### src/rtl/bfiq_pkg.sv
// Package: shared constants, types and the hash building blocks of the Bloom filter.
package bfiq_pkg;

    localparam int unsigned MAX_BITS_DEF   = 65536;
    localparam int unsigned MAX_HASHES_DEF = 16;

    localparam int unsigned NBITS_W = 17;
    localparam int unsigned NHASH_W = 5;
    localparam int unsigned KEY_W   = 64;
    localparam int unsigned OP_W    = 2;
    localparam int unsigned CFG_IDX_W = 1;
    localparam int unsigned CFG_DAT_W = 17;

    localparam logic [63:0] SECRET_FLIP = 64'h1cad21f72c81017c ^ 64'hdb979083e96dd4de;
    localparam logic [63:0] MIX_PRIME   = 64'h9FB21C651E98DF69;

    typedef enum logic [1:0] {
        OP_INSERT = 2'd0,
        OP_QUERY  = 2'd1,
        OP_CLEAR  = 2'd2,
        OP_NONE   = 2'd3
    } t_op;

    typedef enum logic [0:0] {
        CFG_NUM_BITS   = 1'b0,
        CFG_NUM_HASHES = 1'b1
    } t_cfg_idx;

    typedef enum logic [3:0] {
        ST_IDLE,
        ST_CLEAR,
        ST_HPRE,
        ST_HMUL1,
        ST_HMID,
        ST_HMUL2,
        ST_HEND,
        ST_PSTEP,
        ST_MOD,
        ST_RD,
        ST_CHK,
        ST_DONE
    } t_state;

    // 32x32 partial-product request to the shared multiplier
    typedef struct packed {
        logic [31:0] a;
        logic [31:0] b;
    } t_mul_req;

    // seed term folded with the secret; seed 0 and seed 1 only
    function automatic logic [63:0] seed_flip(input logic seed);
        logic [63:0] s;
        begin
            s = seed ? 64'h0000_0001_0100_0000 ^ 64'h1 ^ 64'h0000_0000_0000_0000 : 64'h0;
            // seed 1: swapped(1)=0x01000000, s = 1 ^ (0x01000000<<32)
            s = seed ? 64'h0100_0000_0000_0001 : 64'h0;
            seed_flip = SECRET_FLIP - s;
        end
    endfunction

    function automatic logic [63:0] rotl(input logic [63:0] v, input int unsigned r);
        rotl = (v << r) | (v >> (64 - r));
    endfunction

endpackage

### src/rtl/bfiq_mul.sv
// Shared 32x32 multiplier with registered product.
module bfiq_mul
    import bfiq_pkg::*;
(
    input  logic        i_clk,
    input  t_mul_req    i_req,
    output logic [63:0] o_prod
);
    logic [63:0] r_prod;
    always_ff @(posedge i_clk) begin
        r_prod <= 64'(i_req.a) * 64'(i_req.b);
    end
    assign o_prod = r_prod;
endmodule

### config.mk
export PLATFORM = sky130hd
export DESIGN_NAME = bfiq_mul
export DESIGN_NICKNAME = d
export VERILOG_FILES = /design/src/rtl/bfiq_pkg.sv /design/src/rtl/bfiq_mul.sv
export SDC_FILE = /design/constraint.sdc
export NUM_CORES = 2
export LEC_CHECK = 0
export BUFFER_PORTS_ARGS = -buffer_cell sky130_fd_sc_hd__buf_4
export CORE_ASPECT_RATIO = 1.25
export CORE_MARGIN = 10
export CORE_UTILIZATION = 60
export DETAILED_ROUTE_END_ITERATION = 10
export PLACE_DENSITY_LB_ADDON = 0.05
export SETUP_SLACK_MARGIN = 0.15
export SYNTH_ARGS = -nofsm -noshare
export SYNTH_HDL_FRONTEND = slang
export SYNTH_SLANG_ARGS = --single-unit
### constraint.sdc
create_clock -name i_clk -period 9.2 [get_ports i_clk]
set_input_delay 1.84 -clock i_clk [delete_from_list [all_inputs] [get_ports i_clk]]
set_output_delay 1.84 -clock i_clk [all_outputs]
set_load 0.02 [all_outputs]
==> results.sh <==
export IMPL_crit_family="adder cells"
export IMPL_vias=25429
export IMPL_drv_cap=0
export IMPL_viasPerCell=5.66
export IMPL_clock_fmax_mhz=114
export IMPL_overflow=0
export IMPL_synth_nets=4972
export IMPL_die_area_um2=67900
export IMPL_antenna_found_initial=3
export IMPL_pre_cts_slack_ns=-0.0242
export IMPL_wirelength_um=101000
export IMPL_htree_levels=3
export IMPL_nets=4960
export IMPL_hold_violations=0
export IMPL_min_period_over_period_pct=95.5
export IMPL_tightest_slew_ns=0.488
export IMPL_core_area_um2=57300
export IMPL_async_flop_share_pct=0
export IMPL_startpoint_type="primary input"
export IMPL_portBuffers=128
export IMPL_ios=129
export IMPL_yosysSeqAreaShare_pct=3.69
export IMPL_final_max_slew_violation_count=0
export IMPL_finalSetupViolCount=0
export IMPL_cp_end_kind="register"
export IMPL_period_minus_slack_ns=8.78
export IMPL_crit_top_cell="fa_1"
export IMPL_worstHoldPathType="primary input to register"
export IMPL_fill_cells=4916
export IMPL_slew_headroom_pct=67.2
export IMPL_place_gp_congestion=0.963
export IMPL_clock_path_buffers=2
export IMPL_clkSinkCount=64
export IMPL_grt_usage_pct=30.8
export IMPL_synthFlopType="dfxtp_1"
export IMPL_hpwl_um=84100
export IMPL_syn_avg_cell_area_um2=9.25
export IMPL_clkSlewWorstSetupHoldPaths_ns=0.06
export IMPL_cp_required_ns=9.48
export IMPL_synth_cell_types=57
export IMPL_drc_errors=0
export IMPL_rsz0062_at_grt="no"
export IMPL_grt_max_degree=33
export IMPL_first_pass_iters=6
export IMPL_drt_initial_drc_count=1579
export IMPL_grt_pass1_vias=29319
export IMPL_die_height_um=289
export IMPL_grt_pass1_wl_um=161000
export IMPL_wl_per_cell_um=22.5
export IMPL_status="finished clean"
export IMPL_yosys_warnings=0
export IMPL_largest_reg_flops=64
export IMPL_start_util_pct=60.6
export IMPL_cp_arrival_ns=9.06
export IMPL_cts_buffers=9
export IMPL_num_rows=98
export IMPL_synth_area_um2=34700
export IMPL_die_width_um=235
export IMPL_layout_commonest_cell="fa_1"
export IMPL_setup_ws_ns=0.416
export IMPL_critical_path_max_fanout=22
export IMPL_synth_edff_count=0
export IMPL_drive_gt1_share_pct=6.23
export IMPL_cp_slowest_cell="or4_1"
export IMPL_synth_seq_cells=64
export IMPL_critPathBufInv=5
export IMPL_hold_slack_ns=1.99
export IMPL_cp_cell_sequence="buf_4 > and2_1 > fa_1 > inv_1 > fa_1 > inv_1 > fa_1 > inv_1 > fa_1 > inv_1 > fa_1 > fa_1 > fa_1 > fa_1 > ha_1 > nand4_1 > or4_1 > or3_1 > a31oi_2 > a31o_2 > a211oi_1 > o21ai_1 > xor2_1"
export IMPL_cts_hold_buf=0
export IMPL_critPathKind="primary input to register"
export IMPL_mostFrequentLayoutCells="fa_1 (896), inv_1 (865), and2_1 (602), nand2_1 (480), ha_1 (262)"
export IMPL_antenna_left=0
export IMPL_netlist_instances=3748
export IMPL_syn2layout_area_growth_pct=5.75
export IMPL_clockRootBuffer="clkbuf_16"
export IMPL_max_stage_delay_ns=0.56
export IMPL_cts_tree="done"
[synthesized netlist by cell type (2+ instances only)]
master / count / share of area [%]
a211oi_1: 3 / 0.065
o21ai_1: 5 / 0.072
inv_1: 865 / 9.4
and2_1: 602 / 11
nand2_1: 480 / 5.2
or4_1: 3 / 0.065
o21ai_0: 21 / 0.30
a311oi_1: 2 / 0.051
clkbuf_1: 213 / 2.3
a221oi_4: 3 / 0.23
a31oi_1: 12 / 0.22
o31ai_1: 2 / 0.043
a21oi_2: 3 / 0.076
nand3_1: 10 / 0.14
o21a_1: 9 / 0.19
or3_1: 3 / 0.054
o31ai_4: 3 / 0.18
o211ai_1: 2 / 0.043
and3_1: 14 / 0.25
buf_2: 6 / 0.087
a21boi_1: 3 / 0.065
a21o_1: 40 / 0.87
nand4_1: 23 / 0.41
a21oi_1: 63 / 0.91
nand2b_1: 2 / 0.036
and4_1: 3 / 0.076
or2_2: 3 / 0.054
o221ai_1: 3 / 0.076
nor3_1: 7 / 0.10
fa_1: 896 / 52
o21bai_1: 10 / 0.22
ha_1: 263 / 9.5
xor2_1: 25 / 0.63
o221a_2: 2 / 0.065
dfxtp_1: 64 / 3.7
nor2_1: 20 / 0.22
and3b_1: 2 / 0.051
nor2b_1: 2 / 0.036
a221o_1: 4 / 0.12
xnor2_1: 35 / 0.88
[per-stage QoR]
stage	instance area [um^2]	utilization, %	setup TNS, ns	std cells
after floorplan	34700	-	0	3748
after global placement	36300	63.3	-0.0288	4473
after detailed placement	36300	63.3	-0.0514	4473
after CTS	36600	63.9	0	4489
after global routing	36700	64.0	0	4492
final	36700	64.0	0	4493
[area by class of cell]
class | instances | area (um^2) | share of cell area, %
multi-input cells | 2599 | 29300 | 80.0
inverters | 865 | 3250 | 8.85
repair buffers | 197 | 1510 | 4.11
flip-flops and latches | 64 | 1280 | 3.49
well taps | 750 | 938 | 2.56
clock buffers | 11 | 243 | 0.662
clock inverters | 5 | 104 | 0.283
diodes | 2 | 5.00 | 0.0136
[per-layer routing]
| layer | part of all wire [%] | GRT usage, % | vias up | routed length (um) |
|---|---|---|---|---|
| met5 | 0 | 0 | - | 0 |
| met4 | 8.9 | 23.4 | 0 | 9050 |
| met3 | 4.7 | 3.01 | 364 | 4760 |
| met2 | 54 | 57.0 | 1010 | 54800 |
| met1 | 32 | 31.8 | 13244 | 32600 |
| li1 | - | - | 10811 | - |
[kinds of logic (layout without fill, tap and decap cells)]
| logic type | Yosys count | after routing | synth area share, % |
|---|---|---|---|
| AOI/OAI and AO/OA | 202 | 202 | 4.15 |
| xor gates and xnor gates | 60 | 60 | 1.52 |
| adders and majority gates | 1159 | 1159 | 61.2 |
| buffers and inverters | 1085 | 1078 | 11.8 |
| DFF | 64 | 64 | 3.69 |
| muxes | 1 | 1 | 0.0289 |
| other | 0 | 2 | 0 |
| and+or+nand+nor | 1177 | 1177 | 17.6 |
[repair_timing]
item	in CTS	in global routing
setup buffers	0	2
gates resized for setup	0	10
endpoints found under the setup margin	0	9
[final timing paths]
| check | startpoint | to | slack (ns) | cells after the start |
|---|---|---|---|---|
| max | i_req[42] | o_prod[62]$_DFF_P_ | 0.42 | 23 |
| min | i_req[0] | o_prod[0]$_DFF_P_ | 1.99 | 2 |
Power is left out: the tool's default activity adds up to more than one toggle a clock period on the data nets, which glitch-free logic cannot reach.
