--- config.mk ---
export PLATFORM = sky130hd
export DESIGN_NAME = bfiq_mod
export DESIGN_NICKNAME = d
export VERILOG_FILES = /design/src/rtl/bfiq_pkg.sv /design/src/rtl/bfiq_mod.sv
export SDC_FILE = /design/constraint.sdc
export NUM_CORES = 1
export LEC_CHECK = 0
export BUFFER_PORTS_ARGS = -buffer_cell sky130_fd_sc_hd__buf_2
export CAP_MARGIN = 20
export CORE_MARGIN = 1
export CORE_UTILIZATION = 30
export CTS_BUF_LIST = sky130_fd_sc_hd__clkbuf_16
export CTS_CLUSTER_SIZE = 25
export DETAILED_ROUTE_END_ITERATION = 8
export HOLD_SLACK_MARGIN = 0.05
export PLACE_DENSITY = 0.5
export SYNTH_ARGS = -nofsm -noshare
export SYNTH_HDL_FRONTEND = slang
export SYNTH_SLANG_ARGS = --single-unit
--- constraint.sdc ---
create_clock -name i_clk -period 6.5 [get_ports i_clk]
set_input_delay 0 -clock i_clk [delete_from_list [all_inputs] [get_ports i_clk]]
set_output_delay 0 -clock i_clk [all_outputs]
set_load 0.02 [all_outputs]
--- src/rtl/bfiq_pkg.sv ---
// Package: shared constants, types and the hash building blocks of the Bloom filter.
package bfiq_pkg;

    localparam int unsigned MAX_BITS_DEF   = 65536;
    localparam int unsigned MAX_HASHES_DEF = 16;

    localparam int unsigned NBITS_W = 17;
    localparam int unsigned NHASH_W = 5;
    localparam int unsigned KEY_W   = 64;
    localparam int unsigned OP_W    = 2;
    localparam int unsigned CFG_IDX_W = 1;
    localparam int unsigned CFG_DAT_W = 17;

    localparam logic [63:0] SECRET_FLIP = 64'h1cad21f72c81017c ^ 64'hdb979083e96dd4de;
    localparam logic [63:0] MIX_PRIME   = 64'h9FB21C651E98DF69;

    typedef enum logic [1:0] {
        OP_INSERT = 2'd0,
        OP_QUERY  = 2'd1,
        OP_CLEAR  = 2'd2,
        OP_NONE   = 2'd3
    } t_op;

    typedef enum logic [0:0] {
        CFG_NUM_BITS   = 1'b0,
        CFG_NUM_HASHES = 1'b1
    } t_cfg_idx;

    typedef enum logic [3:0] {
        ST_IDLE,
        ST_CLEAR,
        ST_HPRE,
        ST_HMUL1,
        ST_HMID,
        ST_HMUL2,
        ST_HEND,
        ST_PSTEP,
        ST_MOD,
        ST_RD,
        ST_CHK,
        ST_DONE
    } t_state;

    // 32x32 partial-product request to the shared multiplier
    typedef struct packed {
        logic [31:0] a;
        logic [31:0] b;
    } t_mul_req;

    // seed term folded with the secret; seed 0 and seed 1 only
    function automatic logic [63:0] seed_flip(input logic seed);
        logic [63:0] s;
        begin
            s = seed ? 64'h0000_0001_0100_0000 ^ 64'h1 ^ 64'h0000_0000_0000_0000 : 64'h0;
            // seed 1: swapped(1)=0x01000000, s = 1 ^ (0x01000000<<32)
            s = seed ? 64'h0100_0000_0000_0001 : 64'h0;
            seed_flip = SECRET_FLIP - s;
        end
    endfunction

    function automatic logic [63:0] rotl(input logic [63:0] v, input int unsigned r);
        rotl = (v << r) | (v >> (64 - r));
    endfunction

endpackage

--- src/rtl/bfiq_mod.sv ---
// Restoring modulo unit: 64-bit value mod a 17-bit divisor, one bit per cycle.
module bfiq_mod
    import bfiq_pkg::*;
(
    input  logic               i_clk,
    input  logic               i_rst_n,
    input  logic               i_start,
    input  logic [63:0]        i_num,
    input  logic [NBITS_W-1:0] i_den,
    output logic               o_done,
    output logic [NBITS_W-1:0] o_rem
);
    logic [63:0]        r_num;
    logic [NBITS_W:0]   r_rem;
    logic [6:0]         r_cnt;
    logic               r_busy;
    logic [NBITS_W+1:0] w_sh;
    logic [NBITS_W+1:0] w_df;

    assign w_sh = {r_rem, r_num[63]};
    assign w_df = w_sh - {2'b00, i_den};

    always_ff @(posedge i_clk) begin
        if (!i_rst_n) begin
            r_busy <= 1'b0;
            r_cnt  <= '0;
        end else if (i_start) begin
            r_busy <= 1'b1;
            r_cnt  <= 7'd64;
            r_num  <= i_num;
            r_rem  <= '0;
        end else if (r_busy) begin
            r_num <= {r_num[62:0], 1'b0};
            r_rem <= w_df[NBITS_W+1] ? w_sh[NBITS_W:0] : w_df[NBITS_W:0];
            r_cnt <= r_cnt - 7'd1;
            if (r_cnt == 7'd1) r_busy <= 1'b0;
        end
    end

    assign o_done = r_busy && (r_cnt == 7'd1);
    assign o_rem  = w_df[NBITS_W+1] ? w_sh[NBITS_W-1:0] : w_df[NBITS_W-1:0];
endmodule

==> results.sh, run 1 <==
export IMPL_max_freq_ghz=0.260
export IMPL_hold_start="i_den[0]"
export IMPL_finalInstanceArea_um2=6630
export IMPL_ys_seq_elements=90
export IMPL_timing_rr_end="r_rem[4]"
export IMPL_synthFlopType="edfxtp_1"
export IMPL_worst_slew_pin_transition_ns=0.940
export IMPL_r2r_start="r_num[63]"
export IMPL_grtUsageTotal_pct=13.3
export IMPL_place_area_um2=5680
export IMPL_dp_cells=684
export IMPL_post_route_period_util_pct=59.1
export IMPL_drtIter0Drc=146
export IMPL_cap_violations=0
export IMPL_pwr_share_clk_pct=31.4
export IMPL_grt_pass1_vias=3578
export IMPL_slew_limit_headroom_pct=37.2
export IMPL_finalSetupViolCount=0
export IMPL_drive_gt1_share_pct=37.2
export IMPL_synthArstFlopShare_pct=0
export IMPL_clock_sinks=90
export IMPL_fin_cells=765
export IMPL_ys_seq_area_share_pct=52.9
export IMPL_hold_viol_final=0
export IMPL_drc=0
export IMPL_setup_tns_ns=0
export IMPL_coreArea_um2=16000
export IMPL_row_count=46
export IMPL_cp_end_kind="output port"
export IMPL_clockRootBuffer="clkbuf_16"
export IMPL_clk_pin_slew_ns=0.07
export IMPL_clock_path_buffers=2
export IMPL_combPwrFrac_pct=26.9
export IMPL_viasPerCell=4.59
export IMPL_rsz0062_at_grt="false"
export IMPL_clk_latency_ns=0.34
export IMPL_drt_wl_total_um=10900
export IMPL_status="complete, no violations"
export IMPL_regArea_um2=2620
export IMPL_syn_inst=382
export IMPL_reg2regPathDepth=10
export IMPL_required_ns=6.50
export IMPL_crit_path_max_fanout=18
export IMPL_initial_core_util_pct=31.0
export IMPL_grt_overflow=0
export IMPL_cp_startpoint="r_num[63]"
export IMPL_h_tree_depth=3
export IMPL_p_sw_uw=510
export IMPL_avgRoutedWirePerCell_um=14.2
export IMPL_fillers=1584
export IMPL_ant_nets=0
export IMPL_hpwl_um=7430
export IMPL_cts_made_buffers=9
export IMPL_avgSynthCellArea_um2=13.0
export IMPL_grt_max_degree=64
export IMPL_drt_first_pass_iters=4
export IMPL_crit_arrival_ns=3.84
export IMPL_irDropWorstVdd_v=0.000148
export IMPL_p_per_area_nw_per_um2=256
export IMPL_io_pins=102
export IMPL_synth_edf_count=82
export IMPL_antenna_found_initial=0
export IMPL_slew_violations=0
export IMPL_dieArea_um2=17000
export IMPL_gp_congestion=0.804
export IMPL_dieHeight_um=131
export IMPL_worst_hold_slack_ns=0.131
export IMPL_synth_cell_type_count=49
export IMPL_multiInputGateArea_um2=2180
export IMPL_cp_start_kind="flop"
export IMPL_ff2ff_setup_slack_ns=2.76
export IMPL_io_buffers=101
export IMPL_yosysWarnings=0
export IMPL_critPathKind="reg -> out"
export IMPL_critPathCapture="o_rem[3]"
export IMPL_grt_pass1_wl_um=17700
export IMPL_hp_class="in -> reg"
export IMPL_sw_frac_of_total_pct=30.1
export IMPL_cts_tree="built"
export IMPL_syn_area_um2=4960
export IMPL_clock_skew_final_ns=0.00643
export IMPL_total_power_mw=1.69
export IMPL_finalNetCount=648
export IMPL_antenna_cells=0
export IMPL_syn2layout_area_growth_pct=33.8
export IMPL_syn_num_nets=486
export IMPL_vias=3513
export IMPL_pwr_share_seq_pct=41.8
export IMPL_fin_crit_ns=3.84
export IMPL_intPower_mw=1.18
export IMPL_die_w_um=131
export IMPL_power_leakage_nw=2.67
-- synthesized netlist by cell type, types with 7 or more instances --
library cell  count  area [um^2]
clkbuf_1         15         56.3
inv_1            22         82.6
xnor2_1          13          114
a21o_1            7         52.6
nor2b_1          19          119
mux2_2           73          822
dfxtp_1           8          160
ha_1             19          238
nand2_1          15         56.3
edfxtp_1         82         2460
a21oi_1           9         45.0
nor2_1           19         71.3
-- kinds of logic (layout without fill, tap and decap cells) --
kind of cell / Yosys count / after routing / share of synthesized area [%]
buffers and inverters: 39 / 206 / 3.26
AND/OR/NAND/NOR: 82 / 82 / 9.04
XOR/XNOR: 19 / 19 / 3.36
adder cells (fa/ha/maj): 20 / 20 / 5.20
multiplexers: 79 / 79 / 18.2
flip-flops: 90 / 90 / 52.9
AO/OA/AOI/OAI: 53 / 53 / 8.05
-- metrics by stage --
| step | setup WS (ns) | utilization, % |
|---|---|---|
| floorplan | 3.17 | - |
| global placement | 2.81 | 35.5 |
| detailed placement | 2.74 | 35.5 |
| CTS | 2.60 | 41.4 |
| global route | 2.37 | 41.4 |
| finish | 2.66 | 41.4 |
-- worst max-delay path: stages (launching register included) --
cell	delay, ns
edfxtp_1	0.35
inv_1	0.05
ha_1	0.19
fa_1	0.42
nor2b_1	0.18
o2111ai_1	0.20
a2111oi_2	0.63
a211oi_4	0.10
nor3_4	0.81
mux2_2	0.43
buf_2	0.16
-- layout by cell type (no fill, tap or decap), types with 5 or more instances in the layout --
master / synthesis / final
dfxtp_1: 8 / 8
nand2_1: 15 / 15
edfxtp_1: 82 / 82
a21o_1: 7 / 7
buf_2: 0 / 100
a21oi_1: 9 / 9
nor2_1: 19 / 19
xor2_1: 6 / 6
o21a_1: 6 / 5
nor2b_1: 19 / 19
xnor2_1: 13 / 13
dlygate4sd3_1: 0 / 65
mux2_2: 73 / 73
o21ai_0: 6 / 6
inv_1: 22 / 22
ha_1: 19 / 19
clkbuf_16: 0 / 9
-- power groups by stage --
stage / clock network, mW / registers (mW) / logic (mW)
after floorplan: 0 / 0.714 / 0.319
after global placement: 0 / 0.720 / 0.424
after detailed placement: 0 / 0.720 / 0.428
after CTS: 0.551 / 0.708 / 0.461
after global routing: 0.573 / 0.712 / 0.500
final: 0.531 / 0.707 / 0.456
-- final cells by class --
cell class,instances,area share [%]
inverter,22,1.25
multi-input combinational,253,32.9
clock inverter,7,1.15
clock buffer,9,3.40
tap,216,4.08
timing repair buffer,168,17.7
sequential,90,39.5
-- worst min-delay path by stage --
stage          endpoint  cells past startpoint
2_1_floorplan  r_cnt[6]                      1
3_3_place_gp   r_cnt[6]                      2
3_5_place_dp   r_cnt[6]                      2
4_1_cts        r_rem[0]                      3
5_1_grt        r_rem[0]                      3
6_report       r_rem[0]                      3
-- layer usage --
| layer | global-route usage, % | up-vias | share of wire [%] |
|---|---|---|---|
| li1 | - | 1739 | - |
| met3 | 3.83 | 8 | 5.1 |
| met2 | 21.4 | 80 | 48 |
| met1 | 17.5 | 1686 | 46 |
| met5 | 0 | - | 0 |
| met4 | 3.85 | 0 | 0.97 |
-- flip-flops by register name (all words and copies together) (netlist names) --
| register | cells |
|---|---|
| r_cnt | 7 |
| r_num | 64 |
| r_rem | 18 |
| r_busy | 1 |
-- timing repair --
item                      CTS  global route
hold buffers               65             0
gates resized for setup     0             0
hold endpoints to repair   65             0
setup buffers               0             0
No activity file was read; power rests on OpenSTA's default activity.
==> run 2: changes to the inputs <==
- PLACE_DENSITY: 0.5 -> 0.52
- clock period: 6.5 -> 3.3 ns (I/O delays scaled with it)
==> run 2 against run 1 <==
Compared with the run above:
- total power grew 97%
- combinational power is 110% higher
- routed wire length down 0.87%
- global-route usage is 0.15 points lower
- worst hold slack lost 0.0049 ns
- cell count grew 0.65%
- sequential share of layout area is 0.78 points lower
- register-to-register slack got worse by 2.6 ns
==> results.sh, run 2 (synthesized netlist as in run 1, its figures left out) <==
export IMPL_status="complete, no violations"
export IMPL_cap_violations=0
export IMPL_ant_nets=0
export IMPL_viasPerCell=4.57
export IMPL_post_route_period_util_pct=97.0
export IMPL_gp_congestion=0.782
export IMPL_final_util_pct=42.3
export IMPL_hold_depth=3
export IMPL_place_worst_setup_slack_ns=0.0760
export IMPL_row_count=46
export IMPL_pwr_share_clk_pct=28.9
export IMPL_met2_usage_pct=21.8
export IMPL_clockRootBuffer="clkbuf_16"
export IMPL_p_sw_uw=977
export IMPL_clk_pin_slew_ns=0.07
export IMPL_drt_wl_total_um=10800
export IMPL_cts_tree="built"
export IMPL_hp_class="in -> reg"
export IMPL_crit_arrival_ns=3.20
export IMPL_grt_pass1_vias=3572
export IMPL_grtUsageTotal_pct=13.2
export IMPL_worst_hold_slack_ns=0.127
export IMPL_clock_skew_final_ns=0.00863
export IMPL_slew_limit_headroom_pct=48.9
export IMPL_io_buffers=101
export IMPL_worst_slew_pin_transition_ns=0.766
export IMPL_grt_pass1_wl_um=17400
export IMPL_grt_overflow=0
export IMPL_syn2layout_area_growth_pct=36.5
export IMPL_critPathKind="reg -> out"
export IMPL_drc=0
export IMPL_grt_use_met1_pct=16.7
export IMPL_rsz0062_at_grt="true"
export IMPL_clk_latency_ns=0.34
export IMPL_finalNetCount=653
export IMPL_clock_path_buffers=2
export IMPL_hpwl_um=7340
export IMPL_coreArea_um2=16000
export IMPL_fin_crit_ns=3.20
export IMPL_top_register="r_num"
export IMPL_power_leakage_nw=2.70
export IMPL_final_common_cell="buf_2"
export IMPL_dieHeight_um=131
export IMPL_sw_frac_of_total_pct=29.3
export IMPL_slew_violations=0
export IMPL_grt_max_degree=63
export IMPL_finalSetupViolCount=0
export IMPL_busiest_layer="met2"
export IMPL_p_per_area_nw_per_um2=493
export IMPL_antenna_found_initial=0
export IMPL_cp_start_kind="flop"
export IMPL_io_pins=102
export IMPL_clock_sinks=90
export IMPL_vias=3516
export IMPL_cp_end_kind="output port"
export IMPL_irDropWorstVdd_v=0.000259
export IMPL_h_tree_depth=3
export IMPL_combPwrFrac_pct=29.3
export IMPL_dieArea_um2=17000
export IMPL_die_w_um=131
export IMPL_largest_reg_flops=64
export IMPL_reg_largest_list="r_num x64, r_rem x18, r_cnt x7"
export IMPL_hold_viol_final=0
export IMPL_pwr_share_seq_pct=41.8
export IMPL_initial_core_util_pct=31.0
export IMPL_reg2regPathDepth=11
export IMPL_drt_first_pass_iters=4
export IMPL_required_ns=3.30
export IMPL_met3_usage_pct=3.71
export IMPL_intPower_mw=2.36
export IMPL_max_freq_ghz=0.312
export IMPL_final_cell_mix="buf_2 (96), edfxtp_1 (82), mux2_2 (73)"
export IMPL_setup_ws_ns=0.100
export IMPL_antenna_cells=0
export IMPL_drive_gt1_share_pct=38.8
export IMPL_cts_made_buffers=9
export IMPL_drtIter0Drc=137
export IMPL_crit_path_max_fanout=18
export IMPL_avgRoutedWirePerCell_um=14.0
## run 2: cell count changes in the layout (fill, tap and decap cells not counted), sizes merged
| cell | previous run | this run |
|---|---|---|
| inv | 26 | 24 |
| clkinv | 3 | 5 |
| buf | 103 | 108 |
## run 2: path summary, 6_finish.rpt
kind	from	end	slack (ns)
max reg2reg	r_num[63]	r_rem[17]	0.19
min reg2reg	r_cnt[1]	r_cnt[1]	0.54
min	i_den[0]	r_rem[0]	0.13
max	r_num[63]	o_rem[8]	0.1
## run 2: metrics by stage
| step | cells | TNS [ns] | instance area (um^2) | power (mW) |
|---|---|---|---|---|
| after global placement | 688 | 0 | 5740 | 2.28 |
| after detailed placement | 688 | 0 | 5740 | 2.29 |
| after floorplan | 382 | 0 | 4960 | 2.04 |
| after global routing | 770 | -0.170 | 6770 | 3.51 |
| after CTS | 769 | 0 | 6670 | 3.34 |
| final | 770 | 0 | 6770 | 3.33 |
## run 2: worst max-delay path, cell delays in order, from the launching register on
cell       delay (ns)
edfxtp_1         0.36
inv_2            0.05
ha_4             0.16
fa_2             0.42
nor2b_4          0.16
o2111ai_4        0.16
a2111oi_4        0.36
buf_4            0.19
a211oi_4         0.05
nor3_4           0.22
buf_12           0.19
mux2_2           0.36
buf_2            0.16
## run 2: cell type report
| class | instances | area, um^2 |
|---|---|---|
| fill | 1552 | 9240 |
| timing repair buffer | 173 | 1250 |
| multi-input combinational | 253 | 2270 |
| inverter | 22 | 82.6 |
| tap | 216 | 270 |
| sequential | 90 | 2620 |
| clock inverter | 7 | 42.5 |
| clock buffer | 9 | 225 |
## run 2: power groups by stage
stage	clock network [mW]	registers [mW]	logic, mW
after global placement	0	1.42	0.861
final	0.965	1.39	0.977
after global routing	1.04	1.40	1.07
after CTS	1.00	1.39	0.942
after detailed placement	0	1.42	0.872
after floorplan	0	1.41	0.632
## run 2: layer usage
layer / share of wire [%] / vias up
met5: 0 / -
li1: - / 1745
met3: 3.6 / 7
met1: 47 / 1691
met4: 0.85 / 0
met2: 48 / 73
## run 2: repair_timing
item                                   4_1_cts  5_1_grt
setup endpoints to repair                   15        7
pin swaps                                    1        5
cloned                                       0        0
gates resized for setup                      4       16
setup buffers                                0        1
hold buffers                                65        0
endpoints found under the hold margin       65        0
